[src/hdl/dfl_pkg.sv]
// Shared types and constants for the debounced fault latch with lockout.
package dfl_pkg;

  localparam int unsigned LEVEL_W   = 16;
  localparam int unsigned COUNT_W   = 10;
  localparam int unsigned TALLY_W   = 4;
  localparam int unsigned TIMER_W   = 12;
  localparam int unsigned CFG_IDX_W = 3;
  localparam int unsigned CFG_DAT_W = 16;

  localparam int unsigned TIMER_CAP_DEF = 3500;

  localparam logic [LEVEL_W-1:0] TRIP_LEVEL_RST    = 16'd65535;
  localparam logic [LEVEL_W-1:0] RECOVER_LEVEL_RST = 16'd0;
  localparam logic [COUNT_W-1:0] CONFIRM_LIMIT_RST = 10'd10;
  localparam logic [COUNT_W-1:0] HOLD_COUNT_RST    = 10'd300;
  localparam logic [TALLY_W-1:0] LOCK_FAULTS_RST   = 4'd3;
  localparam logic [TIMER_W-1:0] LOCK_WINDOW_RST   = 12'd3000;

  localparam logic [COUNT_W-1:0] COUNT_MAX = '1;
  localparam logic [TALLY_W-1:0] TALLY_MAX = '1;

  typedef enum logic [CFG_IDX_W-1:0] {
    CFG_TRIP_LEVEL    = 3'd0,
    CFG_RECOVER_LEVEL = 3'd1,
    CFG_CONFIRM_LIMIT = 3'd2,
    CFG_HOLD_COUNT    = 3'd3,
    CFG_LOCK_FAULTS   = 3'd4,
    CFG_LOCK_WINDOW   = 3'd5
  } cfg_idx_e;

  typedef struct packed {
    logic [LEVEL_W-1:0] trip_level;
    logic [LEVEL_W-1:0] recover_level;
    logic [COUNT_W-1:0] confirm_limit;
    logic [COUNT_W-1:0] hold_count;
    logic [TALLY_W-1:0] lock_faults;
    logic [TIMER_W-1:0] lock_window;
  } cfg_t;

  typedef struct packed {
    logic fault;
    logic locked;
  } status_t;

endpackage

[src/hdl/dfl_in_if.sv]
// Sample channel: valid/ready handshake carrying one measurement.
interface dfl_in_if;
  logic                        valid;
  logic                        ready;
  logic [dfl_pkg::LEVEL_W-1:0] sample;

  modport source (output valid, output sample, input ready);
  modport sink   (input valid, input sample, output ready);
endinterface

[src/hdl/dfl_out_if.sv]
// Result channel: valid/ready handshake carrying fault and lock status.
interface dfl_out_if;
  logic valid;
  logic ready;
  logic fault;
  logic locked;

  modport source (output valid, output fault, output locked, input ready);
  modport sink   (input valid, input fault, input locked, output ready);
endinterface

[src/hdl/dfl_core.sv]
// Fault debounce, recovery drain, window timer and lockout state update.
module dfl_core #(
  parameter int unsigned TIMER_CAP = dfl_pkg::TIMER_CAP_DEF
) (
  input  logic                        clk_i,
  input  logic                        rst_ni,
  input  logic                        step_i,
  input  logic [dfl_pkg::LEVEL_W-1:0] sample_i,
  input  dfl_pkg::cfg_t               cfg_i,
  output dfl_pkg::status_t            status_o
);

  localparam logic [dfl_pkg::TIMER_W-1:0] CAP = TIMER_CAP[dfl_pkg::TIMER_W-1:0];

  logic [dfl_pkg::COUNT_W-1:0] count_q, count_d;
  logic                        fault_q, fault_d;
  logic                        lock_q, lock_d;
  logic                        win_q, win_d;
  logic [dfl_pkg::TALLY_W-1:0] tally_q, tally_d;
  logic [dfl_pkg::TIMER_W-1:0] timer_q, timer_d;

  always_comb begin
    count_d = count_q;
    fault_d = fault_q;
    lock_d  = lock_q;
    win_d   = win_q;
    tally_d = tally_q;
    timer_d = timer_q;

    // debounce: climb until past the limit, then raise and reload
    if (sample_i >= cfg_i.trip_level) begin
      if (count_d <= cfg_i.confirm_limit && count_d != dfl_pkg::COUNT_MAX) begin
        count_d = count_d + 1'b1;
      end else begin
        if (!fault_d) begin
          fault_d = 1'b1;
          if (tally_d != dfl_pkg::TALLY_MAX) tally_d = tally_d + 1'b1;
          win_d = 1'b1;
        end
        count_d = cfg_i.hold_count;
      end
    end

    // recovery uses the lock as it stood before this tick
    if (sample_i < cfg_i.recover_level && !lock_q) begin
      if (fault_d) begin
        if (count_d != '0) count_d = count_d - 1'b1;
        else               fault_d = 1'b0;
      end else begin
        count_d = '0;
      end
    end

    if (win_d && timer_d < CAP) timer_d = timer_d + 1'b1;

    if (timer_d < cfg_i.lock_window && tally_d >= cfg_i.lock_faults) lock_d = 1'b1;

    // window ran out short of the lock tally: drop tally, window and timer
    if (timer_d >= cfg_i.lock_window && tally_d < cfg_i.lock_faults) begin
      tally_d = '0;
      win_d   = 1'b0;
      timer_d = '0;
    end
  end

  always_ff @(posedge clk_i or negedge rst_ni) begin
    if (!rst_ni) begin
      count_q <= '0;
      fault_q <= 1'b0;
      lock_q  <= 1'b0;
      win_q   <= 1'b0;
      tally_q <= '0;
      timer_q <= '0;
    end else if (step_i) begin
      count_q <= count_d;
      fault_q <= fault_d;
      lock_q  <= lock_d;
      win_q   <= win_d;
      tally_q <= tally_d;
      timer_q <= timer_d;
    end
  end

  assign status_o = '{fault: fault_d, locked: lock_d};

  a_lock_sticky : assert property (@(posedge clk_i) disable iff (!rst_ni)
    lock_q |=> lock_q)
    else $error("lock released without reset");

  a_timer_needs_window : assert property (@(posedge clk_i) disable iff (!rst_ni)
    (timer_q != '0) |-> win_q)
    else $error("window timer running with no open window");

  a_timer_capped : assert property (@(posedge clk_i) disable iff (!rst_ni)
    timer_q <= CAP)
    else $error("window timer beyond its cap");

  a_hold_without_step : assert property (@(posedge clk_i) disable iff (!rst_ni)
    !step_i |=> $stable({count_q, fault_q, lock_q, win_q, tally_q, timer_q}))
    else $error("state moved without a sample");

endmodule

[src/hdl/debounced_fault_with_lockout_unit.sv]
// Top level: sample input register, state update, result register and config.
//
//   channel   dir  handshake     payload
//   in_i      in   valid/ready   sample[15:0]
//   out_o     out  valid/ready   fault, locked
//   wr_*_i    in   wr_en_i       wr_idx_i[2:0], wr_data_i[15:0]
//
// One sample per cycle sustained while the output is not stalled; the input
// register loads at the accepting edge and the result register when the sample
// advances out of the input register, which also sets the result valid.
// The state update between the two registers is combinational.
// A stalled output holds the result register and a full input register; input ready follows output space.
// Reset clears the valid flags and core state and loads the register defaults; no clearing pass.
module debounced_fault_with_lockout_unit #(
  parameter int unsigned TIMER_CAP = dfl_pkg::TIMER_CAP_DEF
) (
  input  logic                          clk_i,
  input  logic                          rst_ni,
  dfl_in_if.sink                        in_i,
  dfl_out_if.source                     out_o,
  input  logic                          wr_en_i,
  input  logic [dfl_pkg::CFG_IDX_W-1:0] wr_idx_i,
  input  logic [dfl_pkg::CFG_DAT_W-1:0] wr_data_i
);

  dfl_pkg::cfg_t               cfg_q;
  logic                        s1_valid_q;
  logic [dfl_pkg::LEVEL_W-1:0] s1_sample_q;
  logic                        out_valid_q;
  dfl_pkg::status_t            out_q;
  dfl_pkg::status_t            status;
  logic                        s1_adv;

  // advance the sample into the result register when there is room
  assign s1_adv     = s1_valid_q && (!out_valid_q || out_o.ready);
  assign in_i.ready = !s1_valid_q || s1_adv;

  always_ff @(posedge clk_i or negedge rst_ni) begin
    if (!rst_ni) begin
      cfg_q.trip_level    <= dfl_pkg::TRIP_LEVEL_RST;
      cfg_q.recover_level <= dfl_pkg::RECOVER_LEVEL_RST;
      cfg_q.confirm_limit <= dfl_pkg::CONFIRM_LIMIT_RST;
      cfg_q.hold_count    <= dfl_pkg::HOLD_COUNT_RST;
      cfg_q.lock_faults   <= dfl_pkg::LOCK_FAULTS_RST;
      cfg_q.lock_window   <= dfl_pkg::LOCK_WINDOW_RST;
    end else if (wr_en_i) begin
      unique case (wr_idx_i)
        dfl_pkg::CFG_TRIP_LEVEL:    cfg_q.trip_level    <= wr_data_i;
        dfl_pkg::CFG_RECOVER_LEVEL: cfg_q.recover_level <= wr_data_i;
        dfl_pkg::CFG_CONFIRM_LIMIT: cfg_q.confirm_limit <= wr_data_i[dfl_pkg::COUNT_W-1:0];
        dfl_pkg::CFG_HOLD_COUNT:    cfg_q.hold_count    <= wr_data_i[dfl_pkg::COUNT_W-1:0];
        dfl_pkg::CFG_LOCK_FAULTS:   cfg_q.lock_faults   <= wr_data_i[dfl_pkg::TALLY_W-1:0];
        dfl_pkg::CFG_LOCK_WINDOW:   cfg_q.lock_window   <= wr_data_i[dfl_pkg::TIMER_W-1:0];
        default: ;
      endcase
    end
  end

  always_ff @(posedge clk_i or negedge rst_ni) begin
    if (!rst_ni) begin
      s1_valid_q  <= 1'b0;
      out_valid_q <= 1'b0;
    end else begin
      if (in_i.ready) s1_valid_q <= in_i.valid;
      if (s1_adv) out_valid_q <= 1'b1;
      else if (out_o.ready) out_valid_q <= 1'b0;
    end
  end

  always_ff @(posedge clk_i) begin
    if (in_i.ready && in_i.valid) s1_sample_q <= in_i.sample;
    if (s1_adv) out_q <= status;
  end

  dfl_core #(
    .TIMER_CAP(TIMER_CAP)
  ) u_core (
    .clk_i    (clk_i),
    .rst_ni   (rst_ni),
    .step_i   (s1_adv),
    .sample_i (s1_sample_q),
    .cfg_i    (cfg_q),
    .status_o (status)
  );

  assign out_o.valid  = out_valid_q;
  assign out_o.fault  = out_q.fault;
  assign out_o.locked = out_q.locked;

endmodule
[src/flat_wrapper.sv]
// flat-port wrapper written by rule: the top's interface ports become plain ports
module debounced_fault_with_lockout_unit_flat 
#(
  parameter int unsigned TIMER_CAP = dfl_pkg::TIMER_CAP_DEF
)
  (clk_i, rst_ni, wr_en_i, wr_idx_i, wr_data_i, in_i_valid, in_i_sample, in_i_ready, out_o_valid, out_o_fault, out_o_locked, out_o_ready);
  dfl_in_if in_i_i ();
  dfl_out_if out_o_i ();
  input  logic clk_i;
  input  logic rst_ni;
  input  logic wr_en_i;
  input  logic [dfl_pkg::CFG_IDX_W-1:0] wr_idx_i;
  input  logic [dfl_pkg::CFG_DAT_W-1:0] wr_data_i;
  input wire logic [$bits(in_i_i.valid)-1:0] in_i_valid;
  input wire logic [$bits(in_i_i.sample)-1:0] in_i_sample;
  output wire logic [$bits(in_i_i.ready)-1:0] in_i_ready;
  output wire logic [$bits(out_o_i.valid)-1:0] out_o_valid;
  output wire logic [$bits(out_o_i.fault)-1:0] out_o_fault;
  output wire logic [$bits(out_o_i.locked)-1:0] out_o_locked;
  input wire logic [$bits(out_o_i.ready)-1:0] out_o_ready;
  assign in_i_i.valid = in_i_valid;
  assign in_i_i.sample = in_i_sample;
  assign in_i_ready = in_i_i.ready;
  assign out_o_valid = out_o_i.valid;
  assign out_o_fault = out_o_i.fault;
  assign out_o_locked = out_o_i.locked;
  assign out_o_i.ready = out_o_ready;
  debounced_fault_with_lockout_unit #(.TIMER_CAP(TIMER_CAP)) u_core (.clk_i(clk_i), .rst_ni(rst_ni), .in_i(in_i_i), .out_o(out_o_i), .wr_en_i(wr_en_i), .wr_idx_i(wr_idx_i), .wr_data_i(wr_data_i));
endmodule
[config.mk]
export PLATFORM = sky130hd
export DESIGN_NAME = debounced_fault_with_lockout_unit_flat
export DESIGN_NICKNAME = d
export VERILOG_FILES = /design/src/hdl/dfl_pkg.sv /design/src/hdl/dfl_in_if.sv /design/src/hdl/dfl_out_if.sv /design/src/hdl/dfl_core.sv /design/src/hdl/debounced_fault_with_lockout_unit.sv /design/src/flat_wrapper.sv
export SDC_FILE = /design/constraint.sdc
export NUM_CORES = 1
export LEC_CHECK = 0
export ABC_CLOCK_PERIOD_IN_PS = 5300
export BUFFER_PORTS_ARGS = -buffer_cell sky130_fd_sc_hd__buf_2
export CAP_MARGIN = 20
export CELL_PAD_IN_SITES_DETAIL_PLACEMENT = 1
export CELL_PAD_IN_SITES_GLOBAL_PLACEMENT = 2
export CORE_ASPECT_RATIO = 2
export CORE_MARGIN = 3
export CORE_UTILIZATION = 40
export CTS_BUF_LIST = sky130_fd_sc_hd__clkbuf_2 sky130_fd_sc_hd__clkbuf_4 sky130_fd_sc_hd__clkbuf_8
export CTS_CLUSTER_SIZE = 40
export DETAILED_ROUTE_END_ITERATION = 7
export HOLD_SLACK_MARGIN = 0.03
export MAX_ROUTING_LAYER = met4
export PLACE_DENSITY = 0.84
export SYNTH_ARGS = -nofsm -noshare
export SYNTH_HDL_FRONTEND = slang
export SYNTH_SLANG_ARGS = --single-unit
[constraint.sdc]
create_clock -name clk_i -period 5.3 [get_ports clk_i]
set_input_delay 0 -clock clk_i [delete_from_list [all_inputs] [get_ports clk_i]]
set_output_delay 0 -clock clk_i [all_outputs]
set_load 0.05 [all_outputs]
==> out/qor.yml, run 1 <==
logic_synthesis:
  synth_xor_area_frac: 0.0147
  synth_top_family_by_area: "compound AO/OA/AOI/OAI gates"
  synth-warning-count: 0
  yosysSeqAreaShare: 0.427
  synth_top_area_cell: "dfrtp_1"
  avgSynthCellArea_um2: 9.86
  yosys-top-cells-count: "74 x nand2_1, 68 x dfrtp_1, 66 x o21ai_0"
  synthFlopType: "dfrtp_1"
  syn_nets: 827
  yosys.area_share.simple: 0.139
  synth-seq-cells: 117
  muxShareOfSynthArea: 0.0614
  synthAdderAreaFrac: 0.107
  synth_cell_types: 70
  synthCells: 726
  synth_area_mm2: 0.00716
  post-synth-top-count-cell: "nand2_1"
  synth_edf_count: 18
  synth_top_cell_area_share: 0.238
  yosys-top-cells-area: "dfrtp_1 24%, dfstp_2 11%, ha_1 11%"
  synth_compound_area_frac: 0.198
  synthArstFlopShare: 0.846
clock_tree:
  cts_buffers: 17
  cts-root-buf: "clkbuf_8"
  clock_path_buffers: 2
  clock-sinks: 117
  insertion_delay_ns: 0.46
  cts_tree: "yes"
  cts-htree-levels: 4
  post_cts_buffers: 0
  clk_pin_slew_worst_paths_ns: 0.09
sta:
  setup_viol: 0
  skew_ns: 0.0130
  rsz0062_at_grt: "false"
  fmax_mhz: 205
  period_needed_ns: 4.88
  final-hold-violation-count: 0
  fin_crit_sh: 0.921
  maxSlewHeadroom: 0.434
  holdWs_ns: 0.0339
  drv_slew: 0
  tightestPinTransition_ns: 0.849
  totalNegativeSetupSlack_ns: 0
drt:
  wl_mm: 20.6
  vias: 5934
  drt_first_pass_iters: 4
  vias_per_cell: 5.72
  drtIter0Drc: 242
  post_drt_wl_per_cell_um: 19.8
  ant_nets: 0
  drcViolationCount: 0
floorplanning:
  die_x_um: 101
  io_pins: 44
  dieArea_mm2: 0.0196
  coreArea_mm2: 0.0174
  start_util: 0.410
  die_y_um: 195
  num_rows: 68
pwr:
  max-vdd-ir-drop_mv: 0.284
  clockPowerShare: 0.223
  pwr-share-comb: 0.424
  p_per_area_mw_per_mm2: 446
  p_leak_uw: 0.00361
  swShare: 0.404
  internal_power_uw: 2240
  power_uw: 3750
  power_switching_uw: 1520
  seq_power_share: 0.353
grt:
  track_usage: 0.227
  grt_max_degree: 64
  grt_pass1_wl_mm: 33.5
  grt_pass1_vias: 6519
  grt_overflow: 0
  antenna_found_initial: 0
job:
  drv_cap: 0
hold_path:
  hold_path_class: "in -> async"
placed_design:
  gp_congestion: 0.923
  port_buffers: 43
  hpwl_mm: 15.3
finish:
  layout-area-overhead-vs-synth_pct: 17.6
  nNetsFinal: 915
  drive_gt1_frac: 0.225
  n_antenna_cell: 0
worst_setup_path:
  crit_path_start_kind: "flop"
  cp_data_required_time_ns: 5.69
  arrival_ns: 5.28
  cp-end-kind: "flop"
  crit_type: "reg -> reg"
  critPathMaxFanout: 9
status:
  status: "finished, final reports clean"
==> critical path, cell delays in order, from the launching register on <==
cell,delay [ns]
dfrtp_1,0.51
ha_1,0.39
nand4_1,0.16
a211oi_2,0.29
a2111o_2,0.21
a21boi_4,0.07
a211o_1,0.42
a21oi_4,0.35
mux2_2,0.39
ha_1,0.29
nor2b_1,0.13
o21a_1,0.16
o21a_1,0.16
o21ai_0,0.17
o211ai_1,0.14
o21a_1,0.29
nand2b_1,0.19
or4_1,0.42
nand2_1,0.08
==> state kept, by name, summed over array words and instances, names as in the netlist, 4 cells and up <==
signal and cells:
u_core.u_core.timer_q 12, u_core.u_core.tally_q 4, u_core.cfg_q 68, u_core.u_core.count_q 10
u_core.s1_sample_q 16
==> power by group through the flow <==
stage	Sequential (uW)	Clock [uW]	Combinational, uW
3_3_place_gp	1320	0	1490
5_1_grt	1350	893	1780
6_report	1320	835	1590
2_1_floorplan	1260	0	1170
4_1_cts	1320	862	1600
3_5_place_dp	1330	0	1560
==> per-layer routing <==
layer,track usage,vias to the layer above,routed length (um)
met5,-,-,0
met4,0.100,0,688
met3,0.0350,37,537
met2,0.409,119,11700
met1,0.236,2964,7590
li1,-,2814,-
==> cells by family (layout without fill, tap and decap cells) <==
family          Yosys count  in the layout
compound gates          204            204
buf+inv                  94            195
flops                   117            117
xor+xnor                 12             12
mux                      39             39
simple gates            199            199
fa+ha+maj                61             61
==> repair_timing <==
item,CTS,global route
hold buffers,37,0
resized for setup,0,1
endpoints found under the setup margin,0,8
endpoints found under the hold margin,122,0
==> through the flow <==
step | instances | cell area, um^2 | setup slack [ns] | util
4_1_cts | 1036 | 8410 | 0.296 | 0.482
3_5_place_dp | 967 | 7650 | 0.352 | 0.438
3_3_place_gp | 967 | 7650 | 0.489 | 0.438
5_1_grt | 1037 | 8420 | 0.0265 | 0.483
6_report | 1037 | 8420 | 0.416 | 0.483
2_1_floorplan | 726 | 7160 | 0.735 | -
==> layout by cell type, fill, tap and decap left out, drive strengths merged, types with 10 or more instances in the layout <==
cell type,n
nor3,10
dlygate4sd3,37
nand2,74
nand3,13
a21o,12
xnor2,10
nand2b,13
mux2,36
o21ai,70
dfrtp,68
nand4,16
inv,69
clkbuf,17
dfstp,31
ha,61
nor2,29
edfxtp,18
o31ai,11
buf,61
a21oi,33
==> path summary, 6_finish.rpt <==
path	start	endpoint	slack (ns)	cells after the start
setup reg to reg	u_core.u_core.count_q[3]	u_core.u_core.timer_q[9]	0.42	18
min in group clk_i	wr_idx_i[2]	u_core.cfg_q[13]	0.07	4
hold / removal	rst_ni	u_core.u_core.count_q[7]	0.03	2
setup / recovery	u_core.u_core.count_q[3]	u_core.u_core.timer_q[9]	0.42	18
max in group asynchronous	rst_ni	u_core.cfg_q[36]	4.02	3
hold reg to reg	u_core.cfg_q[65]	u_core.cfg_q[65]	0.51	2
==> final cells by class <==
class	instances	area, um^2
clock buffer	17	234
tap	210	263
sequential	117	3060
clock inverter	15	155
fill	1916	9020
inverter	65	244
multi-input combinational	515	3740
timing repair buffer	98	723
(Power assumes the default switching activity.)
==> run 2: changes to the inputs <==
--- a/config.mk
+++ b/config.mk
@@ -5,20 +5,20 @@
 export SDC_FILE = /design/constraint.sdc
 export NUM_CORES = 1
 export LEC_CHECK = 0
-export ABC_CLOCK_PERIOD_IN_PS = 5300
+export ABC_CLOCK_PERIOD_IN_PS = 5600
 export BUFFER_PORTS_ARGS = -buffer_cell sky130_fd_sc_hd__buf_2
 export CAP_MARGIN = 20
 export CELL_PAD_IN_SITES_DETAIL_PLACEMENT = 1
 export CELL_PAD_IN_SITES_GLOBAL_PLACEMENT = 2
 export CORE_ASPECT_RATIO = 2
 export CORE_MARGIN = 3
-export CORE_UTILIZATION = 40
+export CORE_UTILIZATION = 41
 export CTS_BUF_LIST = sky130_fd_sc_hd__clkbuf_2 sky130_fd_sc_hd__clkbuf_4 sky130_fd_sc_hd__clkbuf_8
-export CTS_CLUSTER_SIZE = 40
+export CTS_CLUSTER_SIZE = 25
 export DETAILED_ROUTE_END_ITERATION = 7
 export HOLD_SLACK_MARGIN = 0.03
 export MAX_ROUTING_LAYER = met4
-export PLACE_DENSITY = 0.84
+export PLACE_DENSITY = 0.85
 export SYNTH_ARGS = -nofsm -noshare
 export SYNTH_HDL_FRONTEND = slang
 export SYNTH_SLANG_ARGS = --single-unit
==> constraint.sdc (replaced) <==
create_clock -name clk_i -period 5.6 [get_ports clk_i]
set_input_delay 0 -clock clk_i [delete_from_list [all_inputs] [get_ports clk_i]]
set_output_delay 0 -clock clk_i [all_outputs]
set_load 0.05 [all_outputs]
==> run 2 against run 1 <==
Net effect: total power shrank 7.5%; fmax shrank 3.2%; final cell count shrank 0.48%; global-route usage grew 1.5 points; critical path type unchanged; largest cell class unchanged.
==> out/qor.yml, run 2 (synthesis gave the netlist of run 1 again) <==
status:
  status: "finished, final reports clean"
worst_setup_path:
  crit_path_start_kind: "flop"
  arrival_ns: 5.43
  cp_data_required_time_ns: 5.99
  r2r_slack_ns: 0.56
  reg2regPathDepth: 19
  critical_path.cell_chain: "ha_1, nand4_1, a211oi_2, a2111o_2, a21boi_4, a211o_1, a21oi_4, nand4_1, nor2_1, xor2_1, ha_1, a21o_1, a21o_1, a21oi_1, o211ai_1, o21a_1, nand2b_1, or4_1, nand2_1"
  reg2reg_to: "u_core.u_core.timer_q[9]"
  max_stage_delay_ns: 0.52
  crit_slowest_cell: "dfrtp_1"
  critPathMaxFanout: 15
  r2r_start: "u_core.u_core.count_q[5]"
  crit_type: "reg -> reg"
  cp-end-kind: "flop"
clock_tree:
  cts-htree-levels: 4
  clk_pin_slew_worst_paths_ns: 0.08
  clock-sinks: 117
  clock_path_buffers: 2
  insertion_delay_ns: 0.45
  cts_tree: "yes"
  cts_buffers: 17
  cts-root-buf: "clkbuf_8"
sta:
  rsz0062_at_grt: "false"
  fin_crit_sh: 0.901
  drv_slew: 0
  tightestPinTransition_ns: 0.842
  maxSlewHeadroom: 0.439
  final-hold-violation-count: 0
  skew_ns: 0.0122
  period_needed_ns: 5.04
  totalNegativeSetupSlack_ns: 0
  fmax_mhz: 198
  setup_viol: 0
floorplanning:
  die_y_um: 193
  num_rows: 67
  dieArea_mm2: 0.0192
  start_util: 0.423
  die_x_um: 99.4
  io_pins: 44
  coreArea_mm2: 0.0169
finish:
  final_cells: 1032
  reg_top3: "u_core.cfg_q: 68 flops, u_core.s1_sample_q: 16 flops, u_core.u_core.timer_q: 12 flops"
  final_cell_mix: "74 x nand2_1, 68 x dfrtp_1, 66 x o21ai_0"
  drive_gt1_frac: 0.222
  n_antenna_cell: 0
  top_register: "u_core.cfg_q"
  layout-area-overhead-vs-synth_pct: 16.8
  fin_area_mm2: 0.00836
  largest_reg_flops: 68
  final_util: 0.494
  nNetsFinal: 913
  mostFrequentLayoutCell: "nand2_1"
drt:
  drt_first_pass_iters: 4
  drtIter0Drc: 153
  drcViolationCount: 0
  post_drt_wl_per_cell_um: 20.5
  vias: 5898
  ant_nets: 0
  vias_per_cell: 5.72
  wl_mm: 21.2
pwr:
  p_leak_uw: 0.00359
  max-vdd-ir-drop_mv: 0.224
  p_per_area_mw_per_mm2: 415
grt:
  grt_max_degree: 62
  grt_pass1_vias: 6570
  antenna_found_initial: 0
  grt_pass1_wl_mm: 34.5
  track_usage: 0.241
  grt_overflow: 0
placed_design:
  place_area_mm2: 0.00763
  place_inst: 962
  hpwl_mm: 15.9
  port_buffers: 43
  gp_congestion: 0.882
job:
  drv_cap: 0
hold_path:
  hold_path_class: "in -> async"
-- run 2: changes by cell type in the layout (fill, tap and decap cells not counted) --
cell / previous run / this run
clkbuf_8: 17 / 19
inv_6: 4 / 1
clkinv_1: 2 / 3
buf_4: 19 / 17
clkinv_4: 2 / 3
clkbuf_4: 0 / 1
bufinv_16: 2 / 0
-- run 2: what timing repair did --
item,4_1_cts,5_1_grt
resized for setup,0,1
endpoints found under the hold margin,124,0
hold buffers,37,0
endpoints found under the setup margin,0,2
buffers inserted,0,0
-- run 2: area by class of cell --
| type | instances | area [um^2] |
|---|---|---|
| multi-input combinational | 515 | 3740 |
| fill | 1935 | 8570 |
| inverter | 65 | 244 |
| timing repair buffer | 96 | 708 |
| sequential | 117 | 3060 |
| clock buffer | 20 | 269 |
| clock inverter | 12 | 81.3 |
| tap | 207 | 259 |
-- run 2: worst max-delay path, delay by kind of cell, from the launching register on --
kind / cells / cell delay [ns]
DFF: 1 / 0.52
AOI/OAI and AO/OA: 10 / 2.30
adders and majority gates: 2 / 0.68
xor gates and xnor gates: 1 / 0.20
and+or+nand+nor: 6 / 1.26
-- run 2: worst max path at each step --
stage                                         from                        to  slack [ns]  depth (start not counted)
after floorplan                   u_core.cfg_q[29]  u_core.u_core.timer_q[9]        1.03                         21
after global placement    u_core.u_core.count_q[5]  u_core.u_core.timer_q[9]        0.58                         18
after detailed placement  u_core.u_core.count_q[5]  u_core.u_core.timer_q[9]        0.41                         19
after CTS                 u_core.u_core.count_q[5]  u_core.u_core.timer_q[6]        0.37                         20
after global routing      u_core.u_core.count_q[5]  u_core.u_core.timer_q[6]        0.18                         20
final                     u_core.u_core.count_q[5]  u_core.u_core.timer_q[9]        0.56                         19
-- run 2: routing by layer --
metal	vias up	GRT usage	wire, um
met1	2965	0.251	8070
met2	83	0.449	12000
li1	2812	-	-
met4	0	0.101	716
met5	-	-	0
met3	38	0.0311	363
-- run 2: power breakdown --
part	switching, uW	internal [uW]	total, uW
combinational	871	633	1500
sequential	187	1080	1270
clock	371	331	702
total	1430	2040	3470
-- run 2: through the flow --
step	hold WS (ns)	worst slack (ns)	power (uW)
after CTS	0.0656	0.369	3500
after global routing	0.108	0.180	3740
after detailed placement	0.0184	0.412	2760
after global placement	0.00666	0.582	2670
after floorplan	-0.296	1.03	2300
final	0.0618	0.556	3470
